`config.mk`:
```
export PLATFORM = sky130hd
export DESIGN_NAME = fully_associative_tag_store_core_flat
export DESIGN_NICKNAME = d
export VERILOG_FILES = /design/src/rtl/core/fats_pkg.sv /design/src/rtl/core/fats_if.sv /design/src/rtl/core/fully_associative_tag_store_core.sv /design/src/rtl/core/fats_front.sv /design/src/rtl/core/fats_queue.sv /design/src/rtl/core/fats_back.sv /design/src/flat_wrapper.sv
export SDC_FILE = /design/constraint.sdc
export NUM_CORES = 2
export LEC_CHECK = 0
export BUFFER_PORTS_ARGS = -buffer_cell sky130_fd_sc_hd__buf_2
export CELL_PAD_IN_SITES_DETAIL_PLACEMENT = 0
export CELL_PAD_IN_SITES_GLOBAL_PLACEMENT = 1
export CORE_UTILIZATION = 57
export CTS_BUF_LIST = sky130_fd_sc_hd__clkbuf_16
export CTS_CLUSTER_SIZE = 8
export DETAILED_ROUTE_END_ITERATION = 6
export PLACE_DENSITY_LB_ADDON = 0.05
export SLEW_MARGIN = 10
export SYNTH_ARGS = -nofsm -noshare
export SYNTH_HDL_FRONTEND = slang
export SYNTH_SLANG_ARGS = --single-unit
export TNS_END_PERCENT = 20
```
`constraint.sdc`:
```
create_clock -name clk -period 6 [get_ports clk]
set_input_delay 0 -clock clk [delete_from_list [all_inputs] [get_ports clk]]
set_output_delay 0 -clock clk [all_outputs]
set_load 0.02 [all_outputs]
```
`src/rtl/core/fats_pkg.sv`:
```
package fats_pkg;

  localparam int ADDR_W       = 32;
  localparam int CNT_W        = 32;
  localparam int TAG_BITS_DEF = 18;
  localparam int LINES_DEF    = 64;
  localparam int QUEUE_DEPTH  = 2;

  localparam logic ACC_READ             = 1'b0;
  localparam logic ACC_WRITE            = 1'b1;
  localparam logic POLICY_WRITE_THROUGH = 1'b0;
  localparam logic POLICY_WRITE_BACK    = 1'b1;

  typedef enum logic [1:0] {
    OUT_HIT     = 2'd0,
    OUT_FILL    = 2'd1,
    OUT_DROPPED = 2'd2
  } outcome_t;

  typedef enum logic [1:0] {
    BK_IDLE,
    BK_CMP,
    BK_UPD
  } bk_state_t;

  typedef struct packed {
    logic not_full;
    logic not_empty;
  } q_stat_t;

  typedef struct packed {
    logic push;
    logic pop;
  } q_ctrl_t;

endpackage

```
`src/rtl/core/fats_if.sv`:
```
interface fats_in_if
  import fats_pkg::*;
();
  logic              valid;
  logic              ready;
  logic              mode;
  logic [ADDR_W-1:0] address;

  modport source (output valid, output mode, output address, input ready);
  modport sink   (input valid, input mode, input address, output ready);
endinterface

interface fats_out_if
  import fats_pkg::*;
();
  logic             valid;
  logic             ready;
  outcome_t         outcome;
  logic [CNT_W-1:0] hit_total;
  logic [CNT_W-1:0] miss_total;
  logic [CNT_W-1:0] memory_read_total;
  logic [CNT_W-1:0] memory_write_total;

  modport source (output valid, output outcome, output hit_total, output miss_total,
                  output memory_read_total, output memory_write_total, input ready);
  modport sink   (input valid, input outcome, input hit_total, input miss_total,
                  input memory_read_total, input memory_write_total, output ready);
endinterface

interface fats_cfg_if;
  logic valid;
  logic ready;
  logic policy_sel;

  modport source (output valid, output policy_sel, input ready);
  modport sink   (input valid, input policy_sel, output ready);
endinterface

```
`src/rtl/core/fully_associative_tag_store_core.sv`:
```
// Fully associative tag store with hit/miss accounting. Each access item gives its mode
// and byte address; the top TAG_BITS address bits are compared in parallel against all
// filled lines. A hit counts a hit (and a memory write for a write under write-through);
// a miss fills the next free line and counts a miss and a memory read; a miss with all
// LINES lines filled is reported as dropped and changes nothing. Every result carries all
// four wrapping 32-bit totals. The tag lines are flops, filled in order, with no reset.
// The lookup engine handles each item in a compare state, then an update state, and takes
// no new item until it is through with the last; update stalls while a result waits.
// A 2-entry queue between input side and lookup engine lets each side stall on its own.
// The policy register (cfg, 0 write-through, 1 write-back) is always ready and must be
// written only while the block is idle.
module fully_associative_tag_store_core
  import fats_pkg::*;
#(
  parameter int TAG_BITS = TAG_BITS_DEF,
  parameter int LINES    = LINES_DEF
) (
  input logic        clk,
  input logic        rst_n,
  fats_in_if.sink    in_chan,
  fats_out_if.source out_chan,
  fats_cfg_if.sink   cfg_chan
);

  q_stat_t           q_stat;
  q_ctrl_t           q_ctrl;
  logic              q_push;
  logic              q_pop;
  logic [TAG_BITS:0] q_wdata;
  logic [TAG_BITS:0] q_rdata;

  assign cfg_chan.ready = 1'b1;
  assign q_ctrl         = '{push: q_push, pop: q_pop};

  fats_front #(
    .TAG_BITS (TAG_BITS)
  ) u_front (
    .clk            (clk),
    .rst_n          (rst_n),
    .in_valid       (in_chan.valid),
    .in_ready       (in_chan.ready),
    .in_mode        (in_chan.mode),
    .in_address     (in_chan.address),
    .cfg_valid      (cfg_chan.valid),
    .cfg_policy_sel (cfg_chan.policy_sel),
    .q_stat         (q_stat),
    .q_push         (q_push),
    .q_wdata        (q_wdata)
  );

  fats_queue #(
    .WIDTH (TAG_BITS + 1)
  ) u_queue (
    .clk   (clk),
    .rst_n (rst_n),
    .ctrl  (q_ctrl),
    .wdata (q_wdata),
    .rdata (q_rdata),
    .stat  (q_stat)
  );

  fats_back #(
    .TAG_BITS (TAG_BITS),
    .LINES    (LINES)
  ) u_back (
    .clk                    (clk),
    .rst_n                  (rst_n),
    .q_stat                 (q_stat),
    .q_rdata                (q_rdata),
    .q_pop                  (q_pop),
    .out_valid              (out_chan.valid),
    .out_ready              (out_chan.ready),
    .out_outcome            (out_chan.outcome),
    .out_hit_total          (out_chan.hit_total),
    .out_miss_total         (out_chan.miss_total),
    .out_memory_read_total  (out_chan.memory_read_total),
    .out_memory_write_total (out_chan.memory_write_total)
  );

endmodule

```
`src/rtl/core/fats_front.sv`:
```
module fats_front
  import fats_pkg::*;
#(
  parameter int TAG_BITS = TAG_BITS_DEF
) (
  input  logic              clk,
  input  logic              rst_n,
  input  logic              in_valid,
  output logic              in_ready,
  input  logic              in_mode,
  input  logic [ADDR_W-1:0] in_address,
  input  logic              cfg_valid,
  input  logic              cfg_policy_sel,
  input  q_stat_t           q_stat,
  output logic              q_push,
  output logic [TAG_BITS:0] q_wdata
);

  logic policy_r;
  logic policy_nxt;

  always_comb begin
    policy_nxt = policy_r;
    if (cfg_valid) begin
      policy_nxt = cfg_policy_sel;
    end
  end

  always_ff @(posedge clk) begin
    if (!rst_n) begin
      policy_r <= POLICY_WRITE_THROUGH;
    end else begin
      policy_r <= policy_nxt;
    end
  end

  // item carries the tag and whether a hit would count a memory write
  assign in_ready = q_stat.not_full;
  assign q_push   = in_valid && q_stat.not_full;
  assign q_wdata  = {(in_mode == ACC_WRITE) && (policy_r == POLICY_WRITE_THROUGH),
                     in_address[ADDR_W-1 -: TAG_BITS]};

endmodule

```
`src/rtl/core/fats_queue.sv`:
```
module fats_queue
  import fats_pkg::*;
#(
  parameter int WIDTH = TAG_BITS_DEF + 1
) (
  input  logic             clk,
  input  logic             rst_n,
  input  q_ctrl_t          ctrl,
  input  logic [WIDTH-1:0] wdata,
  output logic [WIDTH-1:0] rdata,
  output q_stat_t          stat
);

  localparam int PTR_W = $clog2(QUEUE_DEPTH);
  localparam int CNT_W_Q = $clog2(QUEUE_DEPTH + 1);

  logic [WIDTH-1:0]   mem [QUEUE_DEPTH];
  logic [PTR_W-1:0]   wr_ptr_r, wr_ptr_nxt;
  logic [PTR_W-1:0]   rd_ptr_r, rd_ptr_nxt;
  logic [CNT_W_Q-1:0] count_r, count_nxt;

  always_comb begin
    wr_ptr_nxt = wr_ptr_r;
    rd_ptr_nxt = rd_ptr_r;
    count_nxt  = count_r;
    if (ctrl.push) begin
      wr_ptr_nxt = wr_ptr_r + PTR_W'(1);
    end
    if (ctrl.pop) begin
      rd_ptr_nxt = rd_ptr_r + PTR_W'(1);
    end
    if (ctrl.push && !ctrl.pop) begin
      count_nxt = count_r + CNT_W_Q'(1);
    end else if (!ctrl.push && ctrl.pop) begin
      count_nxt = count_r - CNT_W_Q'(1);
    end
  end

  always_ff @(posedge clk) begin
    if (!rst_n) begin
      wr_ptr_r <= '0;
      rd_ptr_r <= '0;
      count_r  <= '0;
    end else begin
      wr_ptr_r <= wr_ptr_nxt;
      rd_ptr_r <= rd_ptr_nxt;
      count_r  <= count_nxt;
    end
  end

  always_ff @(posedge clk) begin
    if (ctrl.push) begin
      mem[wr_ptr_r] <= wdata;
    end
  end

  assign rdata          = mem[rd_ptr_r];
  assign stat.not_full  = (count_r != CNT_W_Q'(QUEUE_DEPTH));
  assign stat.not_empty = (count_r != '0);

endmodule

```
`src/rtl/core/fats_back.sv`:
```
module fats_back
  import fats_pkg::*;
#(
  parameter int TAG_BITS = TAG_BITS_DEF,
  parameter int LINES    = LINES_DEF
) (
  input  logic              clk,
  input  logic              rst_n,
  input  q_stat_t           q_stat,
  input  logic [TAG_BITS:0] q_rdata,
  output logic              q_pop,
  output logic              out_valid,
  input  logic              out_ready,
  output outcome_t          out_outcome,
  output logic [CNT_W-1:0]  out_hit_total,
  output logic [CNT_W-1:0]  out_miss_total,
  output logic [CNT_W-1:0]  out_memory_read_total,
  output logic [CNT_W-1:0]  out_memory_write_total
);

  localparam int FILL_W = $clog2(LINES + 1);
  localparam int IDX_W  = (LINES > 1) ? $clog2(LINES) : 1;

  bk_state_t state_r, state_nxt;

  logic [TAG_BITS-1:0] tag_entries [LINES];
  logic [FILL_W-1:0]   filled_r, filled_nxt;
  logic [CNT_W-1:0]    hit_cnt_r, hit_cnt_nxt;
  logic [CNT_W-1:0]    miss_cnt_r, miss_cnt_nxt;
  logic [CNT_W-1:0]    rd_cnt_r, rd_cnt_nxt;
  logic [CNT_W-1:0]    wr_cnt_r, wr_cnt_nxt;

  logic [TAG_BITS-1:0] tag_r;
  logic                wr_thru_r;
  logic                hit_r;
  logic [LINES-1:0]    match;
  logic                full;

  logic                out_valid_r, out_valid_nxt;
  outcome_t            outcome_r, outcome_nxt;

  logic                fire;
  logic                fill_en;

  always_comb begin
    for (int i = 0; i < LINES; i++) begin
      match[i] = (FILL_W'(i) < filled_r) && (tag_entries[i] == tag_r);
    end
  end

  assign full = (filled_r == FILL_W'(LINES));
  assign fire = (state_r == BK_UPD) && (!out_valid_r || out_ready);

  // next state
  always_comb begin
    state_nxt = state_r;
    case (state_r)
      BK_IDLE: begin
        if (q_stat.not_empty) begin
          state_nxt = BK_CMP;
        end
      end
      BK_CMP: begin
        state_nxt = BK_UPD;
      end
      BK_UPD: begin
        if (fire) begin
          state_nxt = q_stat.not_empty ? BK_CMP : BK_IDLE;
        end
      end
      default: begin
        state_nxt = BK_IDLE;
      end
    endcase
  end

  // outputs of the state machine
  always_comb begin
    q_pop   = 1'b0;
    fill_en = 1'b0;
    case (state_r)
      BK_IDLE: begin
        q_pop = q_stat.not_empty;
      end
      BK_CMP: begin
        q_pop = 1'b0;
      end
      BK_UPD: begin
        q_pop   = fire && q_stat.not_empty;
        fill_en = fire && !hit_r && !full;
      end
      default: begin
        q_pop = 1'b0;
      end
    endcase
  end

  always_comb begin
    filled_nxt    = filled_r;
    hit_cnt_nxt   = hit_cnt_r;
    miss_cnt_nxt  = miss_cnt_r;
    rd_cnt_nxt    = rd_cnt_r;
    wr_cnt_nxt    = wr_cnt_r;
    outcome_nxt   = outcome_r;
    out_valid_nxt = out_valid_r;
    if (out_ready) begin
      out_valid_nxt = 1'b0;
    end
    if (fire) begin
      out_valid_nxt = 1'b1;
      if (hit_r) begin
        outcome_nxt = OUT_HIT;
        hit_cnt_nxt = hit_cnt_r + CNT_W'(1);
        if (wr_thru_r) begin
          wr_cnt_nxt = wr_cnt_r + CNT_W'(1);
        end
      end else if (!full) begin
        outcome_nxt  = OUT_FILL;
        filled_nxt   = filled_r + FILL_W'(1);
        miss_cnt_nxt = miss_cnt_r + CNT_W'(1);
        rd_cnt_nxt   = rd_cnt_r + CNT_W'(1);
      end else begin
        outcome_nxt = OUT_DROPPED;
      end
    end
  end

  always_ff @(posedge clk) begin
    if (!rst_n) begin
      state_r     <= BK_IDLE;
      filled_r    <= '0;
      hit_cnt_r   <= '0;
      miss_cnt_r  <= '0;
      rd_cnt_r    <= '0;
      wr_cnt_r    <= '0;
      out_valid_r <= 1'b0;
    end else begin
      state_r     <= state_nxt;
      filled_r    <= filled_nxt;
      hit_cnt_r   <= hit_cnt_nxt;
      miss_cnt_r  <= miss_cnt_nxt;
      rd_cnt_r    <= rd_cnt_nxt;
      wr_cnt_r    <= wr_cnt_nxt;
      out_valid_r <= out_valid_nxt;
    end
  end

  always_ff @(posedge clk) begin
    if (q_pop) begin
      tag_r     <= q_rdata[TAG_BITS-1:0];
      wr_thru_r <= q_rdata[TAG_BITS];
    end
    if (state_r == BK_CMP) begin
      hit_r <= |match;
    end
    outcome_r <= outcome_nxt;
  end

  always_ff @(posedge clk) begin
    if (fill_en) begin
      tag_entries[filled_r[IDX_W-1:0]] <= tag_r;
    end
  end

  assign out_valid              = out_valid_r;
  assign out_outcome            = outcome_r;
  assign out_hit_total          = hit_cnt_r;
  assign out_miss_total         = miss_cnt_r;
  assign out_memory_read_total  = rd_cnt_r;
  assign out_memory_write_total = wr_cnt_r;

endmodule
```
`src/flat_wrapper.sv`:
```
// flat-port wrapper written by rule: the top's interface ports become plain ports
module fully_associative_tag_store_core_flat import fats_pkg::*;
#(
  parameter int TAG_BITS = TAG_BITS_DEF,
  parameter int LINES    = LINES_DEF
)
  (clk, rst_n, in_chan_valid, in_chan_mode, in_chan_address, in_chan_ready, out_chan_valid, out_chan_outcome, out_chan_hit_total, out_chan_miss_total, out_chan_memory_read_total, out_chan_memory_write_total, out_chan_ready, cfg_chan_valid, cfg_chan_policy_sel, cfg_chan_ready);
  fats_in_if in_chan_i ();
  fats_out_if out_chan_i ();
  fats_cfg_if cfg_chan_i ();
  input logic clk;
  input logic rst_n;
  input wire logic [$bits(in_chan_i.valid)-1:0] in_chan_valid;
  input wire logic [$bits(in_chan_i.mode)-1:0] in_chan_mode;
  input wire logic [$bits(in_chan_i.address)-1:0] in_chan_address;
  output wire logic [$bits(in_chan_i.ready)-1:0] in_chan_ready;
  output wire logic [$bits(out_chan_i.valid)-1:0] out_chan_valid;
  output wire logic [$bits(out_chan_i.outcome)-1:0] out_chan_outcome;
  output wire logic [$bits(out_chan_i.hit_total)-1:0] out_chan_hit_total;
  output wire logic [$bits(out_chan_i.miss_total)-1:0] out_chan_miss_total;
  output wire logic [$bits(out_chan_i.memory_read_total)-1:0] out_chan_memory_read_total;
  output wire logic [$bits(out_chan_i.memory_write_total)-1:0] out_chan_memory_write_total;
  input wire logic [$bits(out_chan_i.ready)-1:0] out_chan_ready;
  input wire logic [$bits(cfg_chan_i.valid)-1:0] cfg_chan_valid;
  input wire logic [$bits(cfg_chan_i.policy_sel)-1:0] cfg_chan_policy_sel;
  output wire logic [$bits(cfg_chan_i.ready)-1:0] cfg_chan_ready;
  assign in_chan_i.valid = in_chan_valid;
  assign in_chan_i.mode = in_chan_mode;
  assign in_chan_i.address = in_chan_address;
  assign in_chan_ready = in_chan_i.ready;
  assign out_chan_valid = out_chan_i.valid;
  assign out_chan_outcome = out_chan_i.outcome;
  assign out_chan_hit_total = out_chan_i.hit_total;
  assign out_chan_miss_total = out_chan_i.miss_total;
  assign out_chan_memory_read_total = out_chan_i.memory_read_total;
  assign out_chan_memory_write_total = out_chan_i.memory_write_total;
  assign out_chan_i.ready = out_chan_ready;
  assign cfg_chan_i.valid = cfg_chan_valid;
  assign cfg_chan_i.policy_sel = cfg_chan_policy_sel;
  assign cfg_chan_ready = cfg_chan_i.ready;
  fully_associative_tag_store_core #(.TAG_BITS(TAG_BITS), .LINES(LINES)) u_core (.clk(clk), .rst_n(rst_n), .in_chan(in_chan_i), .out_chan(out_chan_i), .cfg_chan(cfg_chan_i));
endmodule
```
==> results.json <==
{
  "overflow": 0,
  "core_um2": 100000,
  "place_hpwl_um": 84400,
  "tightest_slew_ns": 1.29,
  "drc": 0,
  "final_cell_count_no_fill": 5599,
  "boundaryPins": 172,
  "hold_viol_final": 0,
  "p_leak_uw": 0.0222,
  "rsz0062_at_grt": "false",
  "fin_nets": 4298,
  "wl_per_cell_um": 24.6,
  "skew_ns": 0.0226,
  "grt_pass1_vias": 32827,
  "post-place-cells": 5319,
  "internal_power_uw": 19900,
  "grt_pass1_wl_um": 206000,
  "ys_seq_area_frac": 0.683,
  "switching_share": 0.309,
  "drive_above_1_share": 0.144,
  "async_flop_share": 0,
  "slew_headroom": 0.118,
  "portBuffers": 156,
  "start_util": 0.575,
  "yosysTopAreaCell": "edfxtp_1",
  "synth_cell_type_count": 59,
  "yosys-top-cells-area": "edfxtp_1, xnor2_1, xor2_1",
  "postRouteAntennaNets": 0,
  "setup_viol": 0,
  "antenna_found_initial": 6,
  "clk_path_buf_depth": 3,
  "synth_commonest_cells": "edfxtp_1, xnor2_1, xor2_1",
  "cts_tree": "done",
  "drt_first_pass_iters": 5,
  "dieArea_um2": 102000,
  "p_total_uw": 28800,
  "end_kind": "register",
  "ctsRootBufferMaster": "clkbuf_16",
  "arrival_ns": 5.11,
  "vdd_ir_drop_max_mv": 0.362,
  "finalCriticalPeriod_ns": 4.74,
  "area_growth_pct": 15.4,
  "hold_ws_ns": 0.0437,
  "numCtsBuffers": 187,
  "h-tree-depth": 4,
  "finalSetupTns_ns": 0,
  "seqPwrFrac": 0.413,
  "yosys_warnings": 0,
  "worst_skew_pair.late_latency_ns": 0.76,
  "clk_pin_slew_ns": 0.05,
  "avgSynthCellArea_um2": 15.1,
  "yosys.cell_count.top_type": "edfxtp_1",
  "highest_layer": "met5",
  "grt_max_degree": 145,
  "slew_viol_final": 0,
  "vias": 32559,
  "met3WireLength_um": 9330,
  "fp.dieW_um": 320,
  "cap_violations": 0,
  "cp_max_fo": 31,
  "synth_fp_nets": 3863,
  "fillers": 7031,
  "fmax_ghz": 0.211,
  "combPwrFrac": 0.268,
  "die_h_um": 320,
  "cts.repair.resized": 0,
  "clkPwrFrac": 0.319,
  "clkSinkCount": 1355,
  "power_switching_uw": 8900,
  "syn-cell-area_um2": 57500,
  "synth-seq-cells": 1355,
  "totalWireLength_um": 138000,
  "final.period_utilization": 0.790,
  "crit_required_ns": 6.37,
  "hold_path_class": "primary input to register",
  "gp_congestion": 0.829,
  "grt_usage": 0.272,
  "synth_edf_count": 1212,
  "dr.first_iter.drc_count": 3035,
  "startpoint_type": "register",
  "power_density_nw_per_um2": 433,
  "synth_top_area_share": 0.633,
  "wl_met1_um": 58800,
  "crit_type": "register to register",
  "row_count": 116,
  "dr_wl_met2_um": 65700,
  "status": "completed",
  "routed_via_density": 5.82,
  "synthFlopType": "edfxtp_1",
  "synthCells": 3817
}
placed cells by master, fill, tap and decap left out, types with 5 or more instances in the layout:
cell and count:
and4_1 9, nand2_1 93, mux2_2 19, buf_2 155, nand2b_1 6, xnor2_1 678
buf_12 24, nand3_1 97, or3_1 18, nand4_1 169, nor2b_1 12, ha_1 7
xor2_1 590, a21boi_0 15, o2111ai_1 15, a21oi_1 15, o21ai_0 27, edfxtp_1 1212
and2_1 121, a21boi_1 8, nor4_1 153, a31oi_1 7, a2111oi_0 24, inv_1 52
dlygate4sd3_1 42, and3_1 22, buf_4 191, o22ai_1 5, nor3_1 33, dfxtp_1 143
clkbuf_16 191, nor2_1 88
metrics by stage:
step / area, um2 / worst slack, ns / utilization
2_1_floorplan: 57500 / 2.64 / -
3_3_place_gp: 60900 / 1.43 / 0.609
3_5_place_dp: 60900 / 1.44 / 0.609
4_1_cts: 66300 / 1.46 / 0.663
5_1_grt: 66300 / 1.24 / 0.663
6_report: 66300 / 1.26 / 0.663
layout make-up:
| type | instances | area (um2) | area share |
|---|---|---|---|
| diodes | 2 | 5.00 | 0.0000754 |
| clock buffers | 191 | 4780 | 0.0720 |
| clock inverters | 45 | 231 | 0.00349 |
| inverters | 15 | 56.3 | 0.000849 |
| multi-input cells | 2281 | 17300 | 0.260 |
| flip-flops and latches | 1355 | 39300 | 0.592 |
| well taps | 1298 | 1620 | 0.0245 |
| repair buffers | 412 | 3110 | 0.0469 |
worst max-delay path, cell delays in order (launching register included):
cell       delay (ns)
edfxtp_1         1.20
buf_4            0.62
xor2_1           0.19
nor4_1           0.07
nand4_1          0.18
o22ai_1          0.21
or4_1            0.64
nor4_1           0.70
o2111ai_1        0.47
power groups by stage:
stage | clock network [uW] | logic [uW] | registers (uW)
after CTS | 9340 | 7780 | 11900
after floorplan | 0 | 4580 | 12300
after global placement | 0 | 7500 | 12000
after global routing | 9720 | 8300 | 11900
after detailed placement | 0 | 7710 | 12000
final | 9170 | 7710 | 11900
layer usage:
metal	up-vias	global-route usage
met5	-	0
met3	237	0.0533
met4	4	0.0877
met2	1087	0.436
met1	16571	0.375
li1	14660	-
kinds of logic after synthesis:
family | Yosys count | synth area share
XOR/XNOR | 1268 | 0.193
multiplexers | 20 | 0.00390
adder cells (fa/ha/maj) | 7 | 0.00152
flip-flops | 1355 | 0.683
other | 1 | 0.0000652
AO/OA/AOI/OAI | 132 | 0.0165
AND/OR/NAND/NOR | 853 | 0.0849
buffers and inverters | 181 | 0.0170
what timing repair did:
action                    4_1_cts  5_1_grt
setup buffers                   0        0
hold endpoints to repair       68        0
hold buffers                   42        0
path summary, 6_finish.rpt:
| check | slack (ns) | startpoint | end | depth (start not counted) |
|---|---|---|---|---|
| setup reg to reg | 1.26 | u_core.u_back.tag_r[6]$_DFFE_PP_ | u_core.u_back.hit_r$_DFFE_PN_ | 8 |
| hold reg to reg | 0.49 | u_core.u_back.out_miss_total[31]$_SDFFE_PN0P_ | u_core.u_back.out_miss_total[31]$_SDFFE_PN0P_ | 2 |
| setup / recovery | 1.26 | u_core.u_back.tag_r[6]$_DFFE_PP_ | u_core.u_back.hit_r$_DFFE_PN_ | 8 |
| hold / removal | 0.04 | rst_n | u_core.u_back.out_miss_total[31]$_SDFFE_PN0P_ | 3 |
registers in the layout, summed over array words and instances, names as in the netlist:
| register | flops |
|---|---|
| u_core.u_queue.mem | 38 |
| u_core.u_back.out_memory_read_total | 32 |
| u_core.u_back.hit_r | 1 |
| u_core.u_back.out_miss_total | 32 |
| u_core.u_back.tag_entries | 1152 |
| u_core.u_back.out_hit_total | 32 |
| u_core.u_back.out_memory_write_total | 32 |
| u_core.u_back.wr_thru_r | 1 |
| u_core.u_back.filled_r | 7 |
| u_core.u_back.out_outcome | 2 |
| u_core.u_back.out_valid | 1 |
| u_core.u_queue.count_r | 2 |
| u_core.u_queue.wr_ptr_r | 1 |
| u_core.u_back.tag_r | 18 |
| u_core.u_back.state_r | 2 |
| u_core.u_queue.rd_ptr_r | 1 |
| u_core.u_front.policy_r | 1 |
Power figures use the tool's default switching activity.
